**src/design/svs_pkg.sv**
```systemverilog
// Shared types for the set victim selector: policy codes, opcodes and the
// controller/datapath command and status structs. No dependencies.
package svs_pkg;

    localparam logic [1:0] OP_SET    = 2'd0;
    localparam logic [1:0] OP_TOUCH  = 2'd1;
    localparam logic [1:0] OP_SELECT = 2'd2;

    typedef enum logic [1:0]
    {
        POL_LRU,
        POL_MRU,
        POL_RR,
        POL_RAND
    } policy_t;

    typedef enum logic [1:0]
    {
        SRC_NONE,
        SRC_FFI,
        SRC_BEST,
        SRC_SEEK
    } res_src_t;

    typedef enum logic [1:0]
    {
        FROM_PTR,
        FROM_PTR_NEXT,
        FROM_MOD
    } seek_from_t;

    typedef struct packed
    {
        logic       flag_we;
        logic       ts_we;
        logic       scan_clear;
        logic       scan_issue;
        logic       mod_init;
        logic       mod_step;
        logic       seek_init;
        seek_from_t seek_from;
        logic       seek_step;
        logic       rr_update;
        logic       load_result;
        res_src_t   src;
        policy_t    policy;
    } cmd_t;

    typedef struct packed
    {
        logic addr_last;
        logic ffi_found;
        logic any_free;
        logic seek_hit;
    } status_t;

endpackage

```
**src/design/set_victim_selector_unit.sv**
```systemverilog
// Top level of the set victim selector: stream ports, config channel,
// controller and datapath. Depends on svs_pkg, svs_ctrl, svs_datapath.
//
//  channel   direction  handshake            payload
//  s_*       in         s_tvalid / s_tready  item: tuser opcode, tdata way/flags/time
//  m_*       out        m_tvalid / m_tready  result: tuser found, tdata way/valid
//  cfg_*     in         cfg_valid/cfg_ready  policy_mode
//
// Set, touch and unused opcodes give no result beat.
// A select scans the single-ported last-use memory sequentially; round robin
// then seeks a free way from its pointer, and random first takes a reciprocal
// remainder of the LFSR and seeks a free way from there.
// Reset is asynchronous, active low; no clearing pass is needed.
// s_tready is high only while idle; a waiting result beat holds only the
// final load of the next select, and cfg_ready is always high.
module set_victim_selector_unit #(
    parameter int WAYS = 8
) (
    input  logic        clk,
    input  logic        rst_n,
    input  logic        s_tvalid,
    output logic        s_tready,
    input  logic [39:0] s_tdata,   // way[2:0], valid_in[3], busy_in[4], timestamp[36:5]
    input  logic [1:0]  s_tuser,   // opcode[1:0]
    output logic        m_tvalid,
    input  logic        m_tready,
    output logic [7:0]  m_tdata,   // victim_way[2:0], victim_was_valid[3]
    output logic [0:0]  m_tuser,   // found[0]
    input  logic        cfg_valid,
    output logic        cfg_ready,
    input  logic [1:0]  cfg_data
);
    import svs_pkg::*;

    cmd_t       cmd;
    status_t    status;
    logic       found;
    logic [2:0] victim_way;
    logic       victim_was_valid;

    assign cfg_ready = 1'b1;

    svs_ctrl u_ctrl (
        .clk       (clk),
        .rst_n     (rst_n),
        .s_tvalid  (s_tvalid),
        .opcode    (s_tuser),
        .s_tready  (s_tready),
        .m_tvalid  (m_tvalid),
        .m_tready  (m_tready),
        .cfg_valid (cfg_valid),
        .cfg_data  (cfg_data),
        .status    (status),
        .cmd       (cmd)
    );

    svs_datapath #(
        .WAYS (WAYS)
    ) u_datapath (
        .clk              (clk),
        .rst_n            (rst_n),
        .cmd              (cmd),
        .way              (s_tdata[2:0]),
        .valid_in         (s_tdata[3]),
        .busy_in          (s_tdata[4]),
        .timestamp        (s_tdata[36:5]),
        .status           (status),
        .found            (found),
        .victim_way       (victim_way),
        .victim_was_valid (victim_was_valid)
    );

    assign m_tdata = {4'd0, victim_was_valid, victim_way};
    assign m_tuser = found;

endmodule

```
**src/design/svs_datapath.sv**
```systemverilog
// Datapath of the set victim selector: way flags, last-use memory, scan
// registers, LFSR, remainder unit, seek pointer and result register.
// Depends on svs_pkg.
module svs_datapath #(
    parameter int WAYS = 8
) (
    input  logic            clk,
    input  logic            rst_n,
    input  svs_pkg::cmd_t   cmd,
    input  logic [2:0]      way,
    input  logic            valid_in,
    input  logic            busy_in,
    input  logic [31:0]     timestamp,
    output svs_pkg::status_t status,
    output logic            found,
    output logic [2:0]      victim_way,
    output logic            victim_was_valid
);
    import svs_pkg::*;

    localparam int IW = (WAYS > 1) ? $clog2(WAYS) : 1;
    localparam int KW = $clog2(WAYS);
    localparam int SHIFT = 16 + KW;
    localparam logic [16:0] RECIP = 17'(((1 << SHIFT) + WAYS - 1) / WAYS);
    localparam logic [15:0] LFSR_TAPS = 16'hB400;
    localparam logic [IW-1:0] LAST_WAY = IW'(WAYS - 1);

    function automatic logic [IW-1:0] way_inc(input logic [IW-1:0] w);
        way_inc = (w == LAST_WAY) ? '0 : w + 1'b1;
    endfunction

    logic [WAYS-1:0] valid_reg;
    logic [WAYS-1:0] busy_reg;
    logic [WAYS-1:0] ts_wr_reg;
    logic [31:0]     ts_mem [WAYS];
    logic [31:0]     q_reg;
    logic            q_wr_reg;
    logic [IW-1:0]   addr_reg;
    logic [IW-1:0]   e_idx_reg;
    logic            e_vld_reg;
    logic            ffi_found_reg;
    logic [IW-1:0]   ffi_idx_reg;
    logic            any_free_reg;
    logic            have_reg;
    logic [31:0]     best_reg;
    logic [IW-1:0]   best_idx_reg;
    logic [IW-1:0]   rr_ptr_reg;
    logic [15:0]     lfsr_reg;
    logic [15:0]     quo_reg;
    logic [IW-1:0]   mod_rem_reg;
    logic [IW-1:0]   seek_w_reg;
    logic            res_found_reg;
    logic [2:0]      res_way_reg;
    logic            res_valid_reg;

    logic            way_ok;
    logic [IW-1:0]   widx;
    logic            e_free;
    logic            e_inv;
    logic [31:0]     e_time;
    logic            e_gt;
    logic            e_take;
    logic [15:0]     lfsr_next;
    logic [32:0]     mod_prod;
    logic [22:0]     mod_rem_full;
    logic [IW-1:0]   seek_start;
    logic [IW-1:0]   res_idx;

    assign way_ok = (int'(way) < WAYS);
    assign widx   = IW'(way);

    assign e_free = !busy_reg[e_idx_reg];
    assign e_inv  = !valid_reg[e_idx_reg];
    assign e_time = q_wr_reg ? q_reg : 32'd0;
    assign e_gt   = e_time > best_reg;
    assign e_take = !have_reg || ((cmd.policy == POL_MRU) ? e_gt : !e_gt);

    assign lfsr_next = lfsr_reg[0] ? ({1'b0, lfsr_reg[15:1]} ^ LFSR_TAPS)
                                   : {1'b0, lfsr_reg[15:1]};

    // LFSR mod WAYS: reciprocal multiply for the quotient, then remainder
    assign mod_prod     = 33'(lfsr_reg) * 33'(RECIP);
    assign mod_rem_full = 23'(lfsr_reg) - 23'(quo_reg) * 23'(WAYS);

    always_comb
    begin
        unique case (cmd.seek_from)
            FROM_PTR:      seek_start = rr_ptr_reg;
            FROM_PTR_NEXT: seek_start = way_inc(rr_ptr_reg);
            FROM_MOD:      seek_start = mod_rem_reg;
            default:       seek_start = rr_ptr_reg;
        endcase
    end

    always_comb
    begin
        unique case (cmd.src)
            SRC_FFI:  res_idx = ffi_idx_reg;
            SRC_BEST: res_idx = best_idx_reg;
            SRC_SEEK: res_idx = seek_w_reg;
            default:  res_idx = '0;
        endcase
    end

    always_ff @(posedge clk)
    begin
        if (cmd.ts_we && way_ok)
        begin
            ts_mem[widx] <= timestamp;
        end
        if (cmd.scan_issue)
        begin
            q_reg <= ts_mem[addr_reg];
        end
    end

    always_ff @(posedge clk or negedge rst_n)
    begin
        if (!rst_n)
        begin
            valid_reg     <= '0;
            busy_reg      <= '0;
            ts_wr_reg     <= '0;
            q_wr_reg      <= 1'b0;
            addr_reg      <= '0;
            e_idx_reg     <= '0;
            e_vld_reg     <= 1'b0;
            ffi_found_reg <= 1'b0;
            ffi_idx_reg   <= '0;
            any_free_reg  <= 1'b0;
            have_reg      <= 1'b0;
            best_reg      <= '0;
            best_idx_reg  <= '0;
            rr_ptr_reg    <= '0;
            lfsr_reg      <= 16'd1;
            quo_reg       <= '0;
            mod_rem_reg   <= '0;
            seek_w_reg    <= '0;
        end
        else
        begin
            if (cmd.flag_we && way_ok)
            begin
                valid_reg[widx] <= valid_in;
                busy_reg[widx]  <= busy_in;
            end
            if (cmd.ts_we && way_ok)
            begin
                ts_wr_reg[widx] <= 1'b1;
            end

            e_vld_reg <= cmd.scan_issue;
            if (cmd.scan_issue)
            begin
                q_wr_reg  <= ts_wr_reg[addr_reg];
                e_idx_reg <= addr_reg;
                addr_reg  <= way_inc(addr_reg);
            end

            if (cmd.scan_clear)
            begin
                addr_reg      <= '0;
                ffi_found_reg <= 1'b0;
                any_free_reg  <= 1'b0;
                have_reg      <= 1'b0;
            end
            else if (e_vld_reg && e_free)
            begin
                any_free_reg <= 1'b1;
                if (e_inv && !ffi_found_reg)
                begin
                    ffi_found_reg <= 1'b1;
                    ffi_idx_reg   <= e_idx_reg;
                end
                if (!e_inv && !ffi_found_reg && cmd.policy == POL_RAND)
                begin
                    lfsr_reg <= lfsr_next;
                end
                if (e_take)
                begin
                    have_reg     <= 1'b1;
                    best_reg     <= e_time;
                    best_idx_reg <= e_idx_reg;
                end
            end

            if (cmd.mod_init)
            begin
                quo_reg <= 16'(mod_prod >> SHIFT);
            end
            if (cmd.mod_step)
            begin
                mod_rem_reg <= mod_rem_full[IW-1:0];
            end

            if (cmd.seek_init)
            begin
                seek_w_reg <= seek_start;
            end
            else if (cmd.seek_step && busy_reg[seek_w_reg])
            begin
                seek_w_reg <= way_inc(seek_w_reg);
            end

            if (cmd.rr_update)
            begin
                rr_ptr_reg <= seek_w_reg;
            end
        end
    end

    always_ff @(posedge clk)
    begin
        if (cmd.load_result)
        begin
            res_found_reg <= (cmd.src != SRC_NONE);
            res_way_reg   <= 3'(res_idx);
            res_valid_reg <= (cmd.src != SRC_NONE) && valid_reg[res_idx];
        end
    end

    assign status.addr_last = (addr_reg == LAST_WAY);
    assign status.ffi_found = ffi_found_reg;
    assign status.any_free  = any_free_reg;
    assign status.seek_hit  = !busy_reg[seek_w_reg];

    assign found            = res_found_reg;
    assign victim_way       = res_way_reg;
    assign victim_was_valid = res_valid_reg;

    a_clear_scan: assert property (@(posedge clk) disable iff (!rst_n)
        cmd.scan_clear |=> (!ffi_found_reg && !any_free_reg && !have_reg))
        else $error("scan state not cleared at select start");

    a_seek_free: assert property (@(posedge clk) disable iff (!rst_n)
        (cmd.load_result && cmd.src == SRC_SEEK) |-> !busy_reg[seek_w_reg])
        else $error("seek result names a busy way");

endmodule

```
**src/design/svs_ctrl.sv**
```systemverilog
// Controller of the set victim selector: sequences scan, remainder, seek and
// result beats; owns the policy register and the output valid. Uses svs_pkg.
module svs_ctrl (
    input  logic              clk,
    input  logic              rst_n,
    input  logic              s_tvalid,
    input  logic [1:0]        opcode,
    output logic              s_tready,
    output logic              m_tvalid,
    input  logic              m_tready,
    input  logic              cfg_valid,
    input  logic [1:0]        cfg_data,
    input  svs_pkg::status_t  status,
    output svs_pkg::cmd_t     cmd
);
    import svs_pkg::*;

    typedef enum logic [2:0]
    {
        S_IDLE,
        S_SCAN,
        S_DRAIN,
        S_DECIDE,
        S_MOD,
        S_SETUP,
        S_SEEK,
        S_OUT
    } state_t;

    state_t   state_reg;
    res_src_t src_reg;
    policy_t  policy_reg;
    logic     out_valid_reg;
    logic     accept;
    logic     out_free;

    assign s_tready = (state_reg == S_IDLE);
    assign m_tvalid = out_valid_reg;
    assign accept   = s_tvalid && s_tready;
    assign out_free = !out_valid_reg || m_tready;

    always_comb
    begin
        cmd        = '0;
        cmd.policy = policy_reg;
        cmd.src    = src_reg;
        unique case (state_reg)
            S_IDLE:
            begin
                cmd.flag_we    = accept && (opcode == OP_SET);
                cmd.ts_we      = accept && (opcode == OP_TOUCH);
                cmd.scan_clear = accept && (opcode == OP_SELECT);
            end
            S_SCAN:
            begin
                cmd.scan_issue = 1'b1;
            end
            S_DECIDE:
            begin
                if (policy_reg == POL_RR && status.any_free)
                begin
                    cmd.seek_init = 1'b1;
                    cmd.seek_from = status.ffi_found ? FROM_PTR_NEXT : FROM_PTR;
                end
                cmd.mod_init = (policy_reg == POL_RAND) && !status.ffi_found
                               && status.any_free;
            end
            S_MOD:
            begin
                cmd.mod_step = 1'b1;
            end
            S_SETUP:
            begin
                cmd.seek_init = 1'b1;
                cmd.seek_from = FROM_MOD;
            end
            S_SEEK:
            begin
                cmd.seek_step = 1'b1;
                cmd.rr_update = status.seek_hit && (policy_reg == POL_RR);
            end
            S_OUT:
            begin
                cmd.load_result = out_free;
            end
            default:
            begin
            end
        endcase
    end

    always_ff @(posedge clk or negedge rst_n)
    begin
        if (!rst_n)
        begin
            state_reg     <= S_IDLE;
            src_reg       <= SRC_NONE;
            policy_reg    <= POL_LRU;
            out_valid_reg <= 1'b0;
        end
        else
        begin
            if (cfg_valid)
            begin
                policy_reg <= policy_t'(cfg_data);
            end

            if (cmd.load_result)
            begin
                out_valid_reg <= 1'b1;
            end
            else if (m_tready)
            begin
                out_valid_reg <= 1'b0;
            end

            unique case (state_reg)
                S_IDLE:
                begin
                    if (accept && opcode == OP_SELECT)
                    begin
                        state_reg <= S_SCAN;
                    end
                end
                S_SCAN:
                begin
                    if (status.addr_last)
                    begin
                        state_reg <= S_DRAIN;
                    end
                end
                S_DRAIN:
                begin
                    state_reg <= S_DECIDE;
                end
                S_DECIDE:
                begin
                    unique case (policy_reg)
                        POL_LRU, POL_MRU:
                        begin
                            src_reg   <= !status.any_free ? SRC_NONE
                                       : (status.ffi_found ? SRC_FFI : SRC_BEST);
                            state_reg <= S_OUT;
                        end
                        POL_RR:
                        begin
                            if (status.any_free)
                            begin
                                state_reg <= S_SEEK;
                            end
                            else
                            begin
                                src_reg   <= SRC_NONE;
                                state_reg <= S_OUT;
                            end
                        end
                        default:
                        begin
                            if (status.ffi_found)
                            begin
                                src_reg   <= SRC_FFI;
                                state_reg <= S_OUT;
                            end
                            else if (!status.any_free)
                            begin
                                src_reg   <= SRC_NONE;
                                state_reg <= S_OUT;
                            end
                            else
                            begin
                                state_reg <= S_MOD;
                            end
                        end
                    endcase
                end
                S_MOD:
                begin
                    state_reg <= S_SETUP;
                end
                S_SETUP:
                begin
                    state_reg <= S_SEEK;
                end
                S_SEEK:
                begin
                    if (status.seek_hit)
                    begin
                        src_reg   <= SRC_SEEK;
                        state_reg <= S_OUT;
                    end
                end
                S_OUT:
                begin
                    if (out_free)
                    begin
                        state_reg <= S_IDLE;
                    end
                end
                default:
                begin
                    state_reg <= S_IDLE;
                end
            endcase
        end
    end

    a_no_overwrite: assert property (@(posedge clk) disable iff (!rst_n)
        cmd.load_result |-> (!out_valid_reg || m_tready))
        else $error("result register overwritten before it was taken");

    a_seek_has_free: assert property (@(posedge clk) disable iff (!rst_n)
        (state_reg == S_SEEK) |-> status.any_free)
        else $error("seek started with no free way");

    a_ffi_is_free: assert property (@(posedge clk) disable iff (!rst_n)
        (state_reg == S_DECIDE && status.ffi_found) |-> status.any_free)
        else $error("free invalid way found but no free way recorded");

endmodule
```
**config.mk**
```make
export PLATFORM = sky130hd
export DESIGN_NAME = set_victim_selector_unit
export DESIGN_NICKNAME = d
export VERILOG_FILES = /design/src/design/svs_pkg.sv /design/src/design/set_victim_selector_unit.sv /design/src/design/svs_datapath.sv /design/src/design/svs_ctrl.sv
export SDC_FILE = /design/constraint.sdc
export NUM_CORES = 1
export LEC_CHECK = 0
export BUFFER_PORTS_ARGS = -buffer_cell sky130_fd_sc_hd__buf_2
export CAP_MARGIN = 20
export CORE_UTILIZATION = 35
export CTS_CLUSTER_DIAMETER = 40
export DETAILED_ROUTE_END_ITERATION = 12
export GPL_TIMING_DRIVEN = 0
export PLACE_DENSITY_LB_ADDON = 0.15
export SETUP_SLACK_MARGIN = 0.02
export SYNTH_ARGS = -nofsm -noshare
export SYNTH_HDL_FRONTEND = slang
export SYNTH_SLANG_ARGS = --single-unit
```
**constraint.sdc**
```tcl
create_clock -name clk -period 5.2 [get_ports clk]
set_input_delay 0.26 -clock clk [delete_from_list [all_inputs] [get_ports clk]]
set_output_delay 0.26 -clock clk [all_outputs]
set_load 0.05 [all_outputs]
```
==> out/qor.yml <==
final_cells: 1779
cts_resized: 0
io-pin-count: 61
violations: "design-rule violations"
fin_ws_ps: 1318
die_w_microns: 220.5
portBuffers: 51
tritoncts: "built"
setup_viol: 0
slew_headroom_pct: 32.48
leakage_nw: 7.636
outcome: "finished with violations"
slew_viol_final: 0
dr.pass1.iters: 8
crit_buf_inv: 2
netlist.top_cell.by_area: "edfxtp_1"
synth_cell_types: 53
path_cells: "clkbuf_1 > and2_1 > ha_1 > a21oi_1 > o21ai_1 > a221oi_2 > nand3_1 > o31ai_1 > xnor2_1 > a21oi_4 > buf_6 > mux2_4"
synthCells: 938
power_mw: 10.94
antenna_found_initial: 0
placedCellCount: 1626
num_rows: 79
synthTopCellsByArea: "edfxtp_1 (53%), dfrtp_1 (16%), mux4_2 (9.7%)"
wl_microns: 35140
ys_ff_latch: 399
drt_iter0_drc: 535
ant_nets: 0
cp-start-kind: "flop"
r2r_start: "u_datapath.q_wr_reg"
criticalPathCategory: "reg2reg"
rsz0062_at_grt: "false"
n_antenna_cell: 0
drc: 3
vias: 8548
finalSetupTns_ps: 0
finalCriticalPeriod_ps: 3882
crit_path_max_incr_delay_ps: 490
critPathTopFamily: "compound AO/OA/AOI/OAI gates"
clk_pin_slew_ps: 60
yosys.area.top_type_share_pct: 52.67
nNetsFinal: 1208
synth_flop_cell: "edfxtp_1"
cts_buffer_depth: 3
ys_seq_area_share_pct: 68.56
cts-root-buf: "clkbuf_16"
routabilityCongestion: 0.7303
synth_area_sq_um: 16700
peakVddDrop_mv: 0.2603
vias_per_cell: 4.805
worstSetupEndpointType: "flop"
die_area_sq_um: 48600
r2r_cells: 12
grt_util_all_layers_pct: 15.20
tightest_slew_ps: 1013
core_area_sq_um: 46850
worstPathRequired_ps: 5670
fin_crit_sh_pct: 74.64
dp_hpwl_microns: 23690
htree_levels: 2
synth-edff-count: 293
rrSetupSlack_ps: 1320
avgSynthCellArea_sq_um: 17.81
grt_overflow_total: 0
hold_violations: 0
ys_async_sr_fraction_pct: 26.57
yosys_warnings: 0
arrival_ps: 4360
largest_reg_flops: 256
grt_max_degree: 72
cts_made_buffers: 60
maxCapViolCount: 0
clock-sinks: 399
area_growth_pct: 23.50
powerDensity_nw_per_um2: 530.3
initial_core_util_pct: 35.65
place_ws_ps: 1281
fmax_mhz: 257.6
die_h_microns: 220.5
slowest_stage: "clkbuf_1"
grt_pass1_vias: 9019
clk_latency_ps: 620
wl_per_cell_microns: 19.75
crit_fanout: 10
grt_pass1_wl_microns: 54500
reg2reg_to: "u_datapath.best_reg[7]"
hold_path.class: "in2async"
drive_gt1_share_pct: 34.64
fin_skew_ps: 37.57
n_fill_cell: 4167
## power breakdown
| group | internal, mW | switching (mW) | total (mW) |
|---|---|---|---|
| clock | 2.43 | 1.55 | 3.98 |
| combinational | 1.44 | 1.50 | 2.95 |
| sequential | 3.81 | 0.198 | 4.01 |
## cells in the final DEF (no fill, tap or decap), types with 18 or more instances in the layout
cell,netlist,layout
a21oi_1,18,18
and2_1,32,32
buf_2,2,52
buf_6,4,21
clkbuf_1,26,28
clkbuf_16,0,61
dfrtp_1,105,105
dlygate4sd3_1,0,39
edfxtp_1,293,293
ha_1,38,38
inv_1,39,39
mux2_2,84,84
mux2_4,29,29
mux4_2,72,72
nand2_1,34,34
## cells by family after synthesis
logic type	count (synthesis)	share of synthesized area, %
buf+inv	82	2.195
flops	399	68.56
other cells	2	0.04496
compound gates	58	2.195
mux	197	18.70
simple gates	157	5.206
xor+xnor	5	0.2621
fa+ha+maj	38	2.846
## per-layer routing
metal / vias up / part of all wire, % / track usage [%]
met5: - / 0 / 0
met4: 0 / 2.5 / 5.862
met3: 58 / 3.6 / 2.722
met2: 132 / 48 / 24.85
met1: 4342 / 46 / 20.15
li1: 4016 / - / -
## area by class of cell
| cell class | instances | area, sq um | share of cell area [%] |
|---|---|---|---|
| plain buffers | 43 | 220.2 | 1.067 |
| clock buffers | 63 | 1534 | 7.436 |
| clock inverters | 50 | 499.2 | 2.420 |
| inverters | 39 | 146.4 | 0.7096 |
| multi-input cells | 460 | 4961 | 24.05 |
| flip-flops and latches | 399 | 11450 | 55.51 |
| well taps | 607 | 759.5 | 3.681 |
| repair buffers | 118 | 1057 | 5.125 |
## metrics by stage
step	hold slack (ps)	instance area, sq um	utilization, %
final	136.5	20630	44.03
after global routing	142.1	20630	44.03
after CTS	110.8	20610	44.00
after detailed placement	201.1	18190	38.83
after global placement	445.5	17740	37.86
after floorplan	-35.59	16720	-
## synth_stat cells (5+ instances only)
library cell and instances:
a21oi_1 18, and2_1 32, and4_1 5, buf_4 7, clkbuf_1 26, dfrtp_1 105, edfxtp_1 293, ha_1 38
inv_1 39, mux2_2 84, mux2_4 29, mux2i_1 12, mux4_2 72, nand2_1 34, nand3_1 16, nand4_1 5
nor2_1 20, nor2b_1 6, nor3_1 9, o21ai_0 17, or2_2 9, xnor2_1 5
## repair_timing
item	in CTS	in global routing
hold endpoints to repair	373	0
setup endpoints to repair	0	0
hold buffers	39	0
buffers inserted	0	0
## worst max path at each step
stage / end / start / depth (start not counted) / slack (ps)
final: u_datapath.best_reg[7] / u_datapath.q_wr_reg / 12 / 1320
after global routing: u_datapath.best_reg[7] / u_datapath.q_wr_reg / 12 / 1020
after CTS: u_datapath.best_reg[7] / u_datapath.q_wr_reg / 12 / 1240
after detailed placement: u_datapath.best_reg[4] / u_datapath.q_wr_reg / 12 / 1280
after global placement: u_datapath.ts_wr_reg[6] / u_ctrl.state_reg[0] / 7 / -2170
after floorplan: u_datapath.ts_mem[1][0] / u_ctrl.state_reg[0] / 6 / 120
Note: power is estimated with default switching activity, not from simulation.
